$ cat src/fra_pkg.sv
package fra_pkg;

   // default magnitude width of each numerator and denominator
   localparam int VALUE_BITS_DEF = 16;

   // operation codes of the shared gcd / divide unit
   typedef enum logic {
      FRA_OP_GCD = 1'b0,
      FRA_OP_DIV = 1'b1
   } fra_op_type;

   // command from the sequencer to the shared unit
   typedef struct packed {
      logic       start;
      fra_op_type op;
      logic       short_op;
   } fra_unit_cmd_type;

   // status from the shared unit back to the sequencer
   typedef struct packed {
      logic done;
   } fra_unit_sts_type;

endpackage

$ cat src/fra_req_if.sv
interface fra_req_if
   import fra_pkg::*;
#(
   parameter int VALUE_BITS = VALUE_BITS_DEF
);
   logic                  valid;
   logic                  ready;
   logic [VALUE_BITS-1:0] num_first;
   logic [VALUE_BITS-1:0] den_first;
   logic [VALUE_BITS-1:0] num_second;
   logic [VALUE_BITS-1:0] den_second;

   modport source (
      output valid, num_first, den_first, num_second, den_second,
      input  ready
   );

   modport sink (
      input  valid, num_first, den_first, num_second, den_second,
      output ready
   );
endinterface

$ cat src/fra_rsp_if.sv
interface fra_rsp_if
   import fra_pkg::*;
#(
   parameter int VALUE_BITS = VALUE_BITS_DEF
);
   logic                    valid;
   logic                    ready;
   logic [2*VALUE_BITS:0]   sum_num;
   logic [2*VALUE_BITS-1:0] sum_den;

   modport source (
      output valid, sum_num, sum_den,
      input  ready
   );

   modport sink (
      input  valid, sum_num, sum_den,
      output ready
   );
endinterface

$ cat src/fraction_add_reduce_top.sv
// Fraction adder with full reduction. Each request transaction carries two
// fractions num_first/den_first and num_second/den_second (unsigned, a zero
// denominator is taken as 1); the response transaction carries sum_num/sum_den,
// the sum reduced to lowest terms, with 0/1 for a zero sum. All the gcd and
// division work runs through one shared unit with a single subtractor and a
// negator that does one binary-gcd step or one restoring-division bit per
// cycle, under a small sequencer; a single multiplier forms the lcm and both
// scaled numerators. One transaction is worked at a time and req_port.ready is
// low meanwhile. The number of gcd steps depends on the values; the gcd of the
// full-width sum and lcm and the two divisions by it dominate the work, and a
// zero sum skips all three. The result sits in an output register, so the next
// request is taken while the previous response waits.
module fraction_add_reduce_top
   import fra_pkg::*;
#(
   parameter int VALUE_BITS = VALUE_BITS_DEF
) (
   input logic             clock,
   input logic             reset,
   fra_req_if.sink         req_port,
   fra_rsp_if.source       rsp_port
);

   localparam int NumW = 2 * VALUE_BITS + 1;
   localparam int DenW = 2 * VALUE_BITS;

   // sequencer states, one-hot
   typedef enum logic [12:0] {
      S_IDLE = 13'b0000000000001,
      S_G1   = 13'b0000000000010, // gcd of the denominators
      S_DB   = 13'b0000000000100, // first denominator over gcd
      S_DD   = 13'b0000000001000, // second denominator over gcd
      S_M1   = 13'b0000000010000, // lcm product
      S_M2   = 13'b0000000100000, // first scaled numerator
      S_M3   = 13'b0000001000000, // second scaled numerator
      S_ADD  = 13'b0000010000000, // numerator sum
      S_ZCHK = 13'b0000100000000, // zero sum short cut
      S_G2   = 13'b0001000000000, // gcd of sum and lcm
      S_DS   = 13'b0010000000000, // sum over gcd
      S_DL   = 13'b0100000000000, // lcm over gcd
      S_OUT  = 13'b1000000000000  // hand result to output register
   } fra_state_type;

   fra_state_type         state_ff, state_in;
   logic                  start_ff, start_in;
   logic                  rsp_valid_ff, rsp_valid_in;

   logic [VALUE_BITS-1:0] a_ff, a_in;
   logic [VALUE_BITS-1:0] b_ff, b_in;
   logic [VALUE_BITS-1:0] c_ff, c_in;
   logic [VALUE_BITS-1:0] d_ff, d_in;
   logic [VALUE_BITS-1:0] bpart_ff, bpart_in;
   logic [VALUE_BITS-1:0] dpart_ff, dpart_in;
   logic [NumW-1:0]       gcd_ff, gcd_in;
   logic [NumW-1:0]       sum_ff, sum_in;
   logic [DenW-1:0]       lcm_ff, lcm_in;
   logic [DenW-1:0]       prod_ff, prod_in;
   logic [NumW-1:0]       rsp_num_ff, rsp_num_in;
   logic [DenW-1:0]       rsp_den_ff, rsp_den_in;

   logic [VALUE_BITS-1:0] mul_a, mul_b;
   fra_unit_cmd_type      unit_cmd;
   fra_unit_sts_type      unit_sts;
   logic [NumW-1:0]       unit_opa, unit_opb;
   logic [NumW-1:0]       unit_result;
   logic                  req_take;
   logic                  out_load;

   assign req_port.ready = (state_ff == S_IDLE);
   assign req_take       = req_port.valid && (state_ff == S_IDLE);
   // output register frees when empty or being drained this cycle
   assign out_load       = (state_ff == S_OUT) && (!rsp_valid_ff || rsp_port.ready);

   // operand selection for the shared unit
   always_comb begin
      unit_cmd.start    = start_ff;
      unit_cmd.op       = FRA_OP_GCD;
      unit_cmd.short_op = 1'b0;
      unit_opa          = '0;
      unit_opb          = '0;
      unique case (state_ff)
         S_G1: begin
            unit_opa = NumW'(b_ff);
            unit_opb = NumW'(d_ff);
         end
         S_DB: begin
            unit_cmd.op       = FRA_OP_DIV;
            unit_cmd.short_op = 1'b1;
            unit_opa          = NumW'(b_ff);
            unit_opb          = gcd_ff;
         end
         S_DD: begin
            unit_cmd.op       = FRA_OP_DIV;
            unit_cmd.short_op = 1'b1;
            unit_opa          = NumW'(d_ff);
            unit_opb          = gcd_ff;
         end
         S_G2: begin
            unit_opa = sum_ff;
            unit_opb = NumW'(lcm_ff);
         end
         S_DS: begin
            unit_cmd.op = FRA_OP_DIV;
            unit_opa    = sum_ff;
            unit_opb    = gcd_ff;
         end
         S_DL: begin
            unit_cmd.op = FRA_OP_DIV;
            unit_opa    = NumW'(lcm_ff);
            unit_opb    = gcd_ff;
         end
         default: begin
            unit_opa = '0;
         end
      endcase
   end

   // the one multiplier, registered every cycle
   always_comb begin
      unique case (state_ff)
         S_M2: begin
            mul_a = a_ff;
            mul_b = dpart_ff;
         end
         S_M3: begin
            mul_a = c_ff;
            mul_b = bpart_ff;
         end
         default: begin
            mul_a = bpart_ff;
            mul_b = d_ff;
         end
      endcase
   end

   assign prod_in = DenW'(mul_a) * DenW'(mul_b);

   // sequencer
   always_comb begin
      state_in     = state_ff;
      start_in     = 1'b0;
      rsp_valid_in = rsp_valid_ff;
      a_in         = a_ff;
      b_in         = b_ff;
      c_in         = c_ff;
      d_in         = d_ff;
      bpart_in     = bpart_ff;
      dpart_in     = dpart_ff;
      gcd_in       = gcd_ff;
      sum_in       = sum_ff;
      lcm_in       = lcm_ff;
      rsp_num_in   = rsp_num_ff;
      rsp_den_in   = rsp_den_ff;

      if (rsp_valid_ff && rsp_port.ready) begin
         rsp_valid_in = 1'b0;
      end

      unique case (state_ff)
         S_IDLE: begin
            if (req_take) begin
               a_in     = req_port.num_first;
               c_in     = req_port.num_second;
               // zero denominator stands for one
               b_in     = (req_port.den_first == '0) ? VALUE_BITS'(1) : req_port.den_first;
               d_in     = (req_port.den_second == '0) ? VALUE_BITS'(1) : req_port.den_second;
               state_in = S_G1;
               start_in = 1'b1;
            end
         end
         S_G1: begin
            if (unit_sts.done) begin
               gcd_in   = unit_result;
               state_in = S_DB;
               start_in = 1'b1;
            end
         end
         S_DB: begin
            if (unit_sts.done) begin
               bpart_in = unit_result[VALUE_BITS-1:0];
               state_in = S_DD;
               start_in = 1'b1;
            end
         end
         S_DD: begin
            if (unit_sts.done) begin
               dpart_in = unit_result[VALUE_BITS-1:0];
               state_in = S_M1;
            end
         end
         S_M1: begin
            state_in = S_M2;
         end
         S_M2: begin
            lcm_in   = prod_ff;
            state_in = S_M3;
         end
         S_M3: begin
            sum_in   = NumW'(prod_ff);
            state_in = S_ADD;
         end
         S_ADD: begin
            sum_in   = sum_ff + NumW'(prod_ff);
            state_in = S_ZCHK;
         end
         S_ZCHK: begin
            if (sum_ff == '0) begin
               lcm_in   = DenW'(1);
               state_in = S_OUT;
            end else begin
               state_in = S_G2;
               start_in = 1'b1;
            end
         end
         S_G2: begin
            if (unit_sts.done) begin
               gcd_in   = unit_result;
               state_in = S_DS;
               start_in = 1'b1;
            end
         end
         S_DS: begin
            if (unit_sts.done) begin
               sum_in   = unit_result;
               state_in = S_DL;
               start_in = 1'b1;
            end
         end
         S_DL: begin
            if (unit_sts.done) begin
               lcm_in   = unit_result[DenW-1:0];
               state_in = S_OUT;
            end
         end
         S_OUT: begin
            if (out_load) begin
               rsp_num_in   = sum_ff;
               rsp_den_in   = lcm_ff;
               rsp_valid_in = 1'b1;
               state_in     = S_IDLE;
            end
         end
         default: begin
            state_in = S_IDLE;
         end
      endcase
   end

   always_ff @(posedge clock) begin
      if (reset) begin
         state_ff     <= S_IDLE;
         start_ff     <= 1'b0;
         rsp_valid_ff <= 1'b0;
      end else begin
         state_ff     <= state_in;
         start_ff     <= start_in;
         rsp_valid_ff <= rsp_valid_in;
      end
   end

   always_ff @(posedge clock) begin
      a_ff       <= a_in;
      b_ff       <= b_in;
      c_ff       <= c_in;
      d_ff       <= d_in;
      bpart_ff   <= bpart_in;
      dpart_ff   <= dpart_in;
      gcd_ff     <= gcd_in;
      sum_ff     <= sum_in;
      lcm_ff     <= lcm_in;
      prod_ff    <= prod_in;
      rsp_num_ff <= rsp_num_in;
      rsp_den_ff <= rsp_den_in;
   end

   fra_unit #(
      .VALUE_BITS (VALUE_BITS)
   ) u_unit (
      .clock  (clock),
      .reset  (reset),
      .cmd    (unit_cmd),
      .opa    (unit_opa),
      .opb    (unit_opb),
      .sts    (unit_sts),
      .result (unit_result)
   );

   assign rsp_port.valid   = rsp_valid_ff;
   assign rsp_port.sum_num = rsp_num_ff;
   assign rsp_port.sum_den = rsp_den_ff;

`ifndef SYNTHESIS
   a_take_starts: assert property (@(posedge clock) disable iff (reset)
      req_take |=> (state_ff == S_G1 && start_ff))
      else $error("accepted transaction did not start the gcd");

   a_start_state: assert property (@(posedge clock) disable iff (reset)
      start_ff |-> (state_ff == S_G1 || state_ff == S_DB || state_ff == S_DD ||
                    state_ff == S_G2 || state_ff == S_DS || state_ff == S_DL))
      else $error("unit started outside a unit state");

   a_den_nonzero: assert property (@(posedge clock) disable iff (reset)
      rsp_valid_ff |-> rsp_den_ff != '0)
      else $error("zero denominator in response");
`endif

endmodule

$ cat src/fra_unit.sv
module fra_unit
   import fra_pkg::*;
#(
   parameter  int VALUE_BITS = VALUE_BITS_DEF,
   localparam int NumW       = 2 * VALUE_BITS + 1,
   localparam int CntW       = $clog2(NumW + 1)
) (
   input  logic             clock,
   input  logic             reset,
   input  fra_unit_cmd_type cmd,
   input  logic [NumW-1:0]  opa,
   input  logic [NumW-1:0]  opb,
   output fra_unit_sts_type sts,
   output logic [NumW-1:0]  result
);

   typedef enum logic [3:0] {
      U_IDLE  = 4'b0001,
      U_ALIGN = 4'b0010,
      U_RUN   = 4'b0100,
      U_DIV   = 4'b1000
   } fra_ustate_type;

   fra_ustate_type  state_ff, state_in;
   logic            done_ff, done_in;
   logic [NumW-1:0] x_ff, x_in;
   logic [NumW-1:0] y_ff, y_in;
   logic [NumW-1:0] rem_ff, rem_in;
   logic [NumW-1:0] res_ff, res_in;
   logic [CntW-1:0] k_ff, k_in;
   logic [CntW-1:0] cnt_ff, cnt_in;

   logic [NumW:0]   rem_sh;
   logic [NumW+1:0] sub_lhs;
   logic [NumW+1:0] diff;
   logic [NumW+1:0] negd;
   logic            borrow;

   // one subtractor plus negation: gcd compare/difference or restoring divide step
   assign rem_sh  = {rem_ff, x_ff[NumW-1]};
   assign sub_lhs = (state_ff == U_DIV) ? {1'b0, rem_sh} : {2'b00, x_ff};
   assign diff    = sub_lhs - {2'b00, y_ff};
   assign negd    = '0 - diff;
   assign borrow  = diff[NumW+1];

   always_comb begin
      state_in = state_ff;
      done_in  = 1'b0;
      x_in     = x_ff;
      y_in     = y_ff;
      rem_in   = rem_ff;
      res_in   = res_ff;
      k_in     = k_ff;
      cnt_in   = cnt_ff;
      unique case (state_ff)
         U_IDLE: begin
            if (cmd.start) begin
               x_in   = opa;
               y_in   = opb;
               k_in   = '0;
               rem_in = '0;
               if (cmd.op == FRA_OP_DIV) begin
                  state_in = U_DIV;
                  if (cmd.short_op) begin
                     // narrow dividend: left-align so only its own bits are stepped
                     x_in   = {opa[VALUE_BITS-1:0], {(VALUE_BITS + 1){1'b0}}};
                     cnt_in = CntW'(VALUE_BITS);
                  end else begin
                     cnt_in = CntW'(NumW);
                  end
               end else begin
                  state_in = U_ALIGN;
               end
            end
         end
         U_ALIGN: begin
            // strip common factors of two
            if (x_ff != '0 && y_ff != '0 && !x_ff[0] && !y_ff[0]) begin
               x_in = x_ff >> 1;
               y_in = y_ff >> 1;
               k_in = k_ff + 1'b1;
            end else begin
               state_in = U_RUN;
            end
         end
         U_RUN: begin
            priority if (x_ff == '0) begin
               res_in   = y_ff << k_ff;
               done_in  = 1'b1;
               state_in = U_IDLE;
            end else if (y_ff == '0 || x_ff == y_ff) begin
               res_in   = x_ff << k_ff;
               done_in  = 1'b1;
               state_in = U_IDLE;
            end else if (!x_ff[0]) begin
               x_in = x_ff >> 1;
            end else if (!y_ff[0]) begin
               y_in = y_ff >> 1;
            end else if (!borrow) begin
               x_in = diff[NumW-1:0] >> 1;
            end else begin
               y_in = negd[NumW-1:0] >> 1;
            end
         end
         U_DIV: begin
            x_in   = {x_ff[NumW-2:0], ~borrow};
            rem_in = borrow ? rem_sh[NumW-1:0] : diff[NumW-1:0];
            cnt_in = cnt_ff - 1'b1;
            if (cnt_ff == CntW'(1)) begin
               res_in   = {x_ff[NumW-2:0], ~borrow};
               done_in  = 1'b1;
               state_in = U_IDLE;
            end
         end
         default: begin
            state_in = U_IDLE;
         end
      endcase
   end

   always_ff @(posedge clock) begin
      if (reset) begin
         state_ff <= U_IDLE;
         done_ff  <= 1'b0;
      end else begin
         state_ff <= state_in;
         done_ff  <= done_in;
      end
   end

   always_ff @(posedge clock) begin
      x_ff   <= x_in;
      y_ff   <= y_in;
      rem_ff <= rem_in;
      res_ff <= res_in;
      k_ff   <= k_in;
      cnt_ff <= cnt_in;
   end

   assign sts.done = done_ff;
   assign result   = res_ff;

`ifndef SYNTHESIS
   a_done_pulse: assert property (@(posedge clock) disable iff (reset)
      done_ff |=> !done_ff)
      else $error("unit done held for more than one cycle");

   a_start_taken: assert property (@(posedge clock) disable iff (reset)
      (cmd.start && state_ff == U_IDLE) |=> state_ff != U_IDLE)
      else $error("unit start not taken");

   a_div_nonzero: assert property (@(posedge clock) disable iff (reset)
      state_ff == U_DIV |-> y_ff != '0)
      else $error("division by zero in shared unit");
`endif

endmodule

$ cat src/flat_wrapper.sv
// flat-port wrapper written by rule: the top's interface ports become plain ports
module fraction_add_reduce_top_flat import fra_pkg::*;
#(
   parameter int VALUE_BITS = VALUE_BITS_DEF
)
  (clock, reset, req_port_valid, req_port_num_first, req_port_den_first, req_port_num_second, req_port_den_second, req_port_ready, rsp_port_valid, rsp_port_sum_num, rsp_port_sum_den, rsp_port_ready);
  fra_req_if #(.VALUE_BITS(VALUE_BITS)) req_port_i ();
  fra_rsp_if #(.VALUE_BITS(VALUE_BITS)) rsp_port_i ();
  input logic clock;
  input logic reset;
  input wire logic [$bits(req_port_i.valid)-1:0] req_port_valid;
  input wire logic [$bits(req_port_i.num_first)-1:0] req_port_num_first;
  input wire logic [$bits(req_port_i.den_first)-1:0] req_port_den_first;
  input wire logic [$bits(req_port_i.num_second)-1:0] req_port_num_second;
  input wire logic [$bits(req_port_i.den_second)-1:0] req_port_den_second;
  output wire logic [$bits(req_port_i.ready)-1:0] req_port_ready;
  output wire logic [$bits(rsp_port_i.valid)-1:0] rsp_port_valid;
  output wire logic [$bits(rsp_port_i.sum_num)-1:0] rsp_port_sum_num;
  output wire logic [$bits(rsp_port_i.sum_den)-1:0] rsp_port_sum_den;
  input wire logic [$bits(rsp_port_i.ready)-1:0] rsp_port_ready;
  assign req_port_i.valid = req_port_valid;
  assign req_port_i.num_first = req_port_num_first;
  assign req_port_i.den_first = req_port_den_first;
  assign req_port_i.num_second = req_port_num_second;
  assign req_port_i.den_second = req_port_den_second;
  assign req_port_ready = req_port_i.ready;
  assign rsp_port_valid = rsp_port_i.valid;
  assign rsp_port_sum_num = rsp_port_i.sum_num;
  assign rsp_port_sum_den = rsp_port_i.sum_den;
  assign rsp_port_i.ready = rsp_port_ready;
  fraction_add_reduce_top #(.VALUE_BITS(VALUE_BITS)) u_core (.clock(clock), .reset(reset), .req_port(req_port_i), .rsp_port(rsp_port_i));
endmodule
$ cat config.mk
export PLATFORM = sky130hd
export DESIGN_NAME = fraction_add_reduce_top_flat
export DESIGN_NICKNAME = d
export VERILOG_FILES = /design/src/fra_pkg.sv /design/src/fra_req_if.sv /design/src/fra_rsp_if.sv /design/src/fraction_add_reduce_top.sv /design/src/fra_unit.sv /design/src/flat_wrapper.sv
export SDC_FILE = /design/constraint.sdc
export NUM_CORES = 2
export LEC_CHECK = 0
export ABC_CLOCK_PERIOD_IN_PS = 10300
export BUFFER_PORTS_ARGS = -buffer_cell sky130_fd_sc_hd__buf_2
export CORE_ASPECT_RATIO = 1.25
export CORE_MARGIN = 2
export CORE_UTILIZATION = 61
export DETAILED_ROUTE_END_ITERATION = 16
export PLACE_DENSITY = 0.79
export SLEW_MARGIN = 30
export SYNTH_ARGS = -nofsm -noshare
export SYNTH_HDL_FRONTEND = slang
export SYNTH_SLANG_ARGS = --single-unit
$ cat constraint.sdc
create_clock -name clock -period 10.3 [get_ports clock]
set_clock_uncertainty 0.15 [all_clocks]
set_input_delay 1.03 -clock clock [delete_from_list [all_inputs] [get_ports clock]]
set_output_delay 1.03 -clock clock [all_outputs]
set_load 0.1 [all_outputs]
Word-level counts from Yosys, hierarchy flattened
Index checks and enable logic that the tools add are counted.

Register bits after elaboration: 455. Input bits: 68. Output and inout port bits: 67. Logic and storage cells: 194.

$add $sub $neg: 5. $mul: 1. Eq/ne operators: 40. Shift-type cells: 2. Mux-type cells: 72. Bitwise gates (word level): 1. Reductions and logical operators: 48.

Operator list (count): two-way mux 33 bit (22); one-hot mux 33 bit (3 select lines) (3); one-hot mux 33 bit (4 select lines) (2); one-hot mux 13 bit (13 select lines) (1); one-hot mux 33 bit (2 select lines) (2); two-way mux 13 bit (9); zero test 33 bit (3); one-hot mux 32 bit (3 select lines) (1); nonzero test 33 bit (2); left shift 33 x 6 -> 33 bit (2); two-way mux 32 bit (2); one-hot mux 16 bit (2 select lines) (2); subtractor 34 x 33 -> 35 bit (1); two-way mux 34 bit (1); adder 33 x 32 -> 33 bit (1); equality test 33 bit (1); subtractor 1 x 33 -> 33 bit, first input constant (1); zero test 16 bit (2); multiplier 16 x 16 -> 32 bit (1); two-way mux 6 bit (5); two-way mux 4 bit (6); inequality test 2 bit, second input constant (12); one-hot mux 6 bit (2 select lines) (2); one-hot mux 4 bit (4 select lines) (1); 41 further kinds (84).

Longest topological paths before layout
Word-level depth: 10. Mapped depth: 33.

By module
A second synthesis with hierarchy kept.

Cell total of the unflattened synthesis: 3647. Area, all modules: 35402.7 um^2.

By module, submodules not included: fraction_add_reduce_top (instances 1, cells an instance 2132, area each 22527.9 um^2); fra_unit (instances 1, cells an instance 1515, area each 12874.8 um^2).

Worst setup path before layout
No wires, ideal clock.

Kind: register to register. From: register u_core.state_ff[9]. To: register u_core.prod_ff[29]. Library setup time: 0.072 ns. Arrival: 7.654 ns. Path slack: 2.424 ns. Stages on the path, launching flop included: 30. Buffers on the path: 3. Period minus slack after synthesis: 7.876 ns. Cell sequence: dfxtp_1 nor4_1 nand3_1 nor4bb_1 clkbuf_1 clkbuf_1 a22oi_1 nand2_1 clkbuf_1 nand2_1 fa_1 fa_1 fa_1 inv_1 fa_1 fa_1 inv_1 fa_1 inv_1 ha_1 and3_1 nand2_1 a211oi_1 o31ai_1 a31oi_1 o41ai_1 o21ai_0 a21o_1 a21oi_1 xnor2_1.

Cells in the longest elaborated chain, start to end: 3.

RTL lines: from (decl) (RTL line fraction_add_reduce_top.sv:44) `fra_state_type state_ff, state_in;`; from (signal assigned) (RTL line fraction_add_reduce_top.sv:255) `state_ff <= state_in;`; equality test 13 x 7 -> 1 bit or equality test 13 x 6 -> 1 bit (tied branches) (RTL line fraction_add_reduce_top.sv:120) `unique case (state_ff)`; one-hot mux 16 bit (2 select lines) (RTL line fraction_add_reduce_top.sv:120); multiplier 16 x 16 -> 32 bit (*) (RTL line fraction_add_reduce_top.sv:136) `assign prod_in = DenW'(mul_a) * DenW'(mul_b);`; named net u_core.prod_in[29] (RTL line fraction_add_reduce_top.sv:57) `logic [DenW-1:0] prod_ff, prod_in;`; to (signal assigned) (RTL line fraction_add_reduce_top.sv:271) `prod_ff <= prod_in;`; to (decl) (RTL line fraction_add_reduce_top.sv:57).

The timed path passes the listed nets; every way through them passes the cells marked *. A chain may end at the register's enable or synchronous reset.

Worst setup path in the final report
From: register u_core.state_ff[8]. To: register u_core.prod_ff[29].

The elaborated chain is that of the path after synthesis.

==> Flow_metrics.wiki <==
{| class="wikitable"
! Metric !! Value
|-
| Worst setup SP type || register
|-
| Data arrival time of the critical path || between 9 and 10 ns
|-
| Average wire length per cell after detail routing || approximately 28 um
|-
| Aggregate global-route resource usage || 0.421
|-
| Antenna violations before repair || 4
|-
| Utilization of the core after routing || 0.675
|-
| Die span in x || 215 um
|-
| Post-Place Cell Area || approximately 35000 sq um
|-
| Post-detailed-route DRC marker count || 0
|-
| Synthesized netlist net count || 3935
|-
| Final period utilization || 0.907
|-
| Total Power || approximately 12 mW
|-
| Worst setup path endpoint || u_core.prod_ff[29]$_DFF_P_
|-
| CTS tree || built
|-
| Type of the worst min-delay path || register to register
|-
| Outcome || completed
|-
| Final hold violation count || 0
|-
| Post-detailed-route via-to-cell ratio || about 7
|-
| Flops & latches, synth || 455
|-
| Total power per unit cell area || approximately 340 nW/um^2
|-
| Maximum level of the CTS H-tree || 2
|-
| Synth unique cells || just under 100
|-
| Area overhead of the layout relative to synthesis || 9.44%
|-
| Total detailed-routing wirelength || about 120 mm
|-
| Iteration-0 DRC count of the detailed router || around 4.2k
|-
| Root Buffer || sky130_fd_sc_hd__clkbuf_16
|-
| Netlist area before placement || roughly 34000 sq um
|-
| Effective utilization at floorplan || 0.617
|-
| Endpoint kind of the worst setup timing path || register
|-
| Flop-to-flop setup slack || 0.96 ns
|-
| Total number of nets in the final design || roughly 4k
|-
| Via count of the first global-routing pass || a little under 30k
|-
| Fraction of final layout cells sized beyond drive strength 1 || 0.107
|-
| Maximum ir drop on the vdd rail || approximately 420 uV
|-
| Biggest fanout along the worst timing path || just under 60
|-
| Post_cts resized || 0
|-
| Count of endpoints failing setup in the final report || 0
|-
| Total of hold buffers inserted after clock tree synthesis || 0
|-
| Post-layout min period || ~9.3 ns
|-
| Postcts setup bufs || 0
|-
| Most frequently used flop master after synthesis || sky130_fd_sc_hd__edfxtp_1
|-
| Count of standard-cell rows || between 90 and 100
|-
| Core ar. || about 55000 sq um
|-
| Total count of max-transition violations in the final report || 0
|-
| MaxCap Viol Count || 0
|-
| Launch point of the worst reg-to-reg path || u_core.state_ff[8]$_SDFFE_PP0P_
|-
| Buffers on Ports || roughly 130
|-
| Syn avg cell area || ~9.7 sq um
|-
| Leading cell type in the layout, fill and taps excluded || sky130_fd_sc_hd__nand2_1
|-
| CTS max path bufs || 3
|-
| RD Place Congestion || between 1 and 1.5
|-
| Wire length of the first global-routing pass || ~180 mm
|-
| Gate count after technology mapping || 3497
|-
| Antenna-violating nets left || 0
|-
| Sequential element share of the synthesized area || 0.387
|-
| Number of sinks driven by the clock tree || ~460
|-
| Commonest non-fill, non-tap cells in the layout || sky130_fd_sc_hd__nand2_1, sky130_fd_sc_hd__edfxtp_1, sky130_fd_sc_hd__nor2_1
|-
| HPWL Detailed || 94.0 mm
|-
| Number of primary I/O pins || approximately 140
|-
| Final total negative setup slack || 0 ns
|-
| Ys async rst share || 0
|-
| Skew-Pair Late Insertion Delay || 0.62 ns
|-
| Post-route design area || 37100 sq um
|-
| Maximum clock frequency || 107 MHz
|-
| Leakage component of the power || ~15 nW
|-
| Maximum number of pins on one net before global-route repair || 76
|-
| Final global-route overflow total || 0
|-
| Capture instance of the worst register-to-register path || u_core.prod_ff[29]$_DFF_P_
|-
| Number of warnings printed during yosys synthesis || 0
|-
| Critical path required time || between 10 and 15 ns
|-
| Setup repair after global routing missed its margin || false
|-
| Worst setup path class || register to register
|-
| Area of the die || 57600 sq um
|-
| First-pass detailed-route iteration total || 12
|-
| Height of the die || roughly 270 um
|-
| Worst Max-Slew Pin Slew || between 1 and 1.5 ns
|-
| Post-synth EDFFs || 403
|-
| CP Launch Point || u_core.state_ff[8]$_SDFFE_PP0P_
|-
| Worst relative slew slack || 0.209
|-
| Worst reg-to-reg path cell count || 26
|-
| Routed via count || 29.4k
|-
| # fillers || 4291
|-
| Number of CTS-inserted buffers || 48
|-
| CTS clock-pin slew for the worst setup and hold paths || around 0.07 ns
|}
area by class of cell:
class	instances	area, sq um	area share
multi-input cells	2544	19100	0.515
flip-flops and latches	455	13100	0.354
repair buffers	215	1280	0.0344
clock buffers	56	1260	0.0340
inverters	276	1040	0.0279
well taps	735	920	0.0248
clock inverters	33	385	0.0104
diodes	4	10.0	0.000269
cells in the mapped netlist, drive strengths merged, types with 18 or more instances:
| cell type | count | area, sq um |
|---|---|---|
| a221oi | 50 | 438 |
| a21boi | 30 | 225 |
| o211ai | 18 | 140 |
| xnor2 | 80 | 701 |
| mux2i | 45 | 450 |
| a21o | 51 | 383 |
| a21oi | 202 | 1010 |
| ha | 174 | 2180 |
| a31oi | 22 | 138 |
| edfxtp | 403 | 12100 |
| nand2b | 23 | 144 |
| clkbuf | 195 | 733 |
| inv | 276 | 1040 |
| nor2 | 288 | 1090 |
| and2 | 50 | 315 |
| and3 | 21 | 133 |
| buf | 27 | 118 |
| a211oi | 27 | 208 |
| nor2b | 18 | 113 |
| o21ai | 134 | 671 |
| nand4 | 28 | 175 |
| nor4 | 42 | 284 |
| a222oi | 32 | 320 |
| o21a | 20 | 150 |
| a221o | 29 | 290 |
| a22oi | 64 | 480 |
| fa | 196 | 3920 |
| dfxtp | 52 | 1040 |
| nand3 | 73 | 365 |
| xor2 | 63 | 559 |
| o221ai | 23 | 201 |
| nand2 | 510 | 1910 |
| nor3 | 53 | 280 |
metal layers:
layer  wire length, um  track usage  vias to the layer above
li1                  -            -                    12600
met1             40100        0.471                    14200
met2             58800        0.716                     2066
met3             11300       0.0648                      640
met4             12400        0.344                        0
met5                 0            0                        -
per-stage QoR:
stage / setup WS [ns] / hold WS, ns / instances
2_1_floorplan: 2.42 / 0.276 / 3497
3_3_place_gp: 1.23 / 0.293 / 4224
3_5_place_dp: 1.08 / 0.296 / 4225
4_1_cts: 1.02 / 0.318 / 4314
5_1_grt: 0.440 / 0.331 / 4314
6_report: 0.957 / 0.338 / 4318
worst min path at each step:
stage	startpoint	to	slack [ns]	depth (start not counted)
floorplan	u_core.u_unit.result[32]$_DFFE_PP_	u_core.gcd_ff[32]$_DFFE_PP_	0.28	0
detailed placement	u_core.u_unit.result[32]$_DFFE_PP_	u_core.gcd_ff[32]$_DFFE_PP_	0.30	0
global route	u_core.u_unit.result[32]$_DFFE_PP_	u_core.gcd_ff[32]$_DFFE_PP_	0.33	0
global placement	u_core.u_unit.result[32]$_DFFE_PP_	u_core.gcd_ff[32]$_DFFE_PP_	0.29	0
CTS	u_core.u_unit.result[32]$_DFFE_PP_	u_core.gcd_ff[32]$_DFFE_PP_	0.32	0
finish	u_core.u_unit.result[32]$_DFFE_PP_	u_core.gcd_ff[32]$_DFFE_PP_	0.34	0
power breakdown:
part / switching, mW / internal (mW)
Sequential: 0.560 / 2.46
Clock: 0.796 / 1.06
Combinational: 4.71 / 2.91
Total: 6.07 / 6.43
kinds of logic after synthesis:
kind of cell / after synthesis / share of synthesized area
and+or+nand+nor: 1180 / 0.160
AOI/OAI and AO/OA: 784 / 0.158
buffers and inverters: 498 / 0.0556
DFF: 455 / 0.387
adders and majority gates: 370 / 0.180
muxes: 67 / 0.0226
xor gates and xnor gates: 143 / 0.0371
critical path, stage by stage (launching register included):
cell and delay, ns:
sky130_fd_sc_hd__dfxtp_1 0.34, sky130_fd_sc_hd__nor4_1 0.59, sky130_fd_sc_hd__nand3_1 0.38, sky130_fd_sc_hd__nor4bb_4 0.35, sky130_fd_sc_hd__buf_4 0.57, sky130_fd_sc_hd__a221o_1 0.66
sky130_fd_sc_hd__nand2_1 0.16, sky130_fd_sc_hd__fa_1 0.54, sky130_fd_sc_hd__fa_1 0.58, sky130_fd_sc_hd__fa_1 0.45, sky130_fd_sc_hd__fa_1 0.55, sky130_fd_sc_hd__inv_1 0.06
sky130_fd_sc_hd__fa_1 0.52, sky130_fd_sc_hd__inv_1 0.07, sky130_fd_sc_hd__fa_1 0.49, sky130_fd_sc_hd__inv_1 0.04, sky130_fd_sc_hd__ha_1 0.33, sky130_fd_sc_hd__and3_1 0.24
sky130_fd_sc_hd__nand2_1 0.07, sky130_fd_sc_hd__a211oi_1 0.05, sky130_fd_sc_hd__o31ai_1 0.42, sky130_fd_sc_hd__a31oi_1 0.24, sky130_fd_sc_hd__o41ai_1 0.50, sky130_fd_sc_hd__o21ai_0 0.30
sky130_fd_sc_hd__a21o_1 0.25, sky130_fd_sc_hd__a21oi_1 0.19, sky130_fd_sc_hd__xnor2_1 0.13
registers in the layout, indices dropped and copies added, names as in the netlist, 6 cells and up:
register and flops:
u_core.b_ff 16, u_core.u_unit.x_ff 33, u_core.u_unit.k_ff 6, u_core.state_ff 13, u_core.u_unit.result 33, u_core.u_unit.y_ff 33
u_core.dpart_ff 16, u_core.sum_ff 33, u_core.rsp_port.sum_den 32, u_core.u_unit.rem_ff 33, u_core.prod_ff 32, u_core.gcd_ff 33
u_core.a_ff 16, u_core.c_ff 16, u_core.lcm_ff 32, u_core.bpart_ff 16, u_core.d_ff 16, u_core.rsp_port.sum_num 33
u_core.u_unit.cnt_ff 6
(Power assumes the default switching activity.)
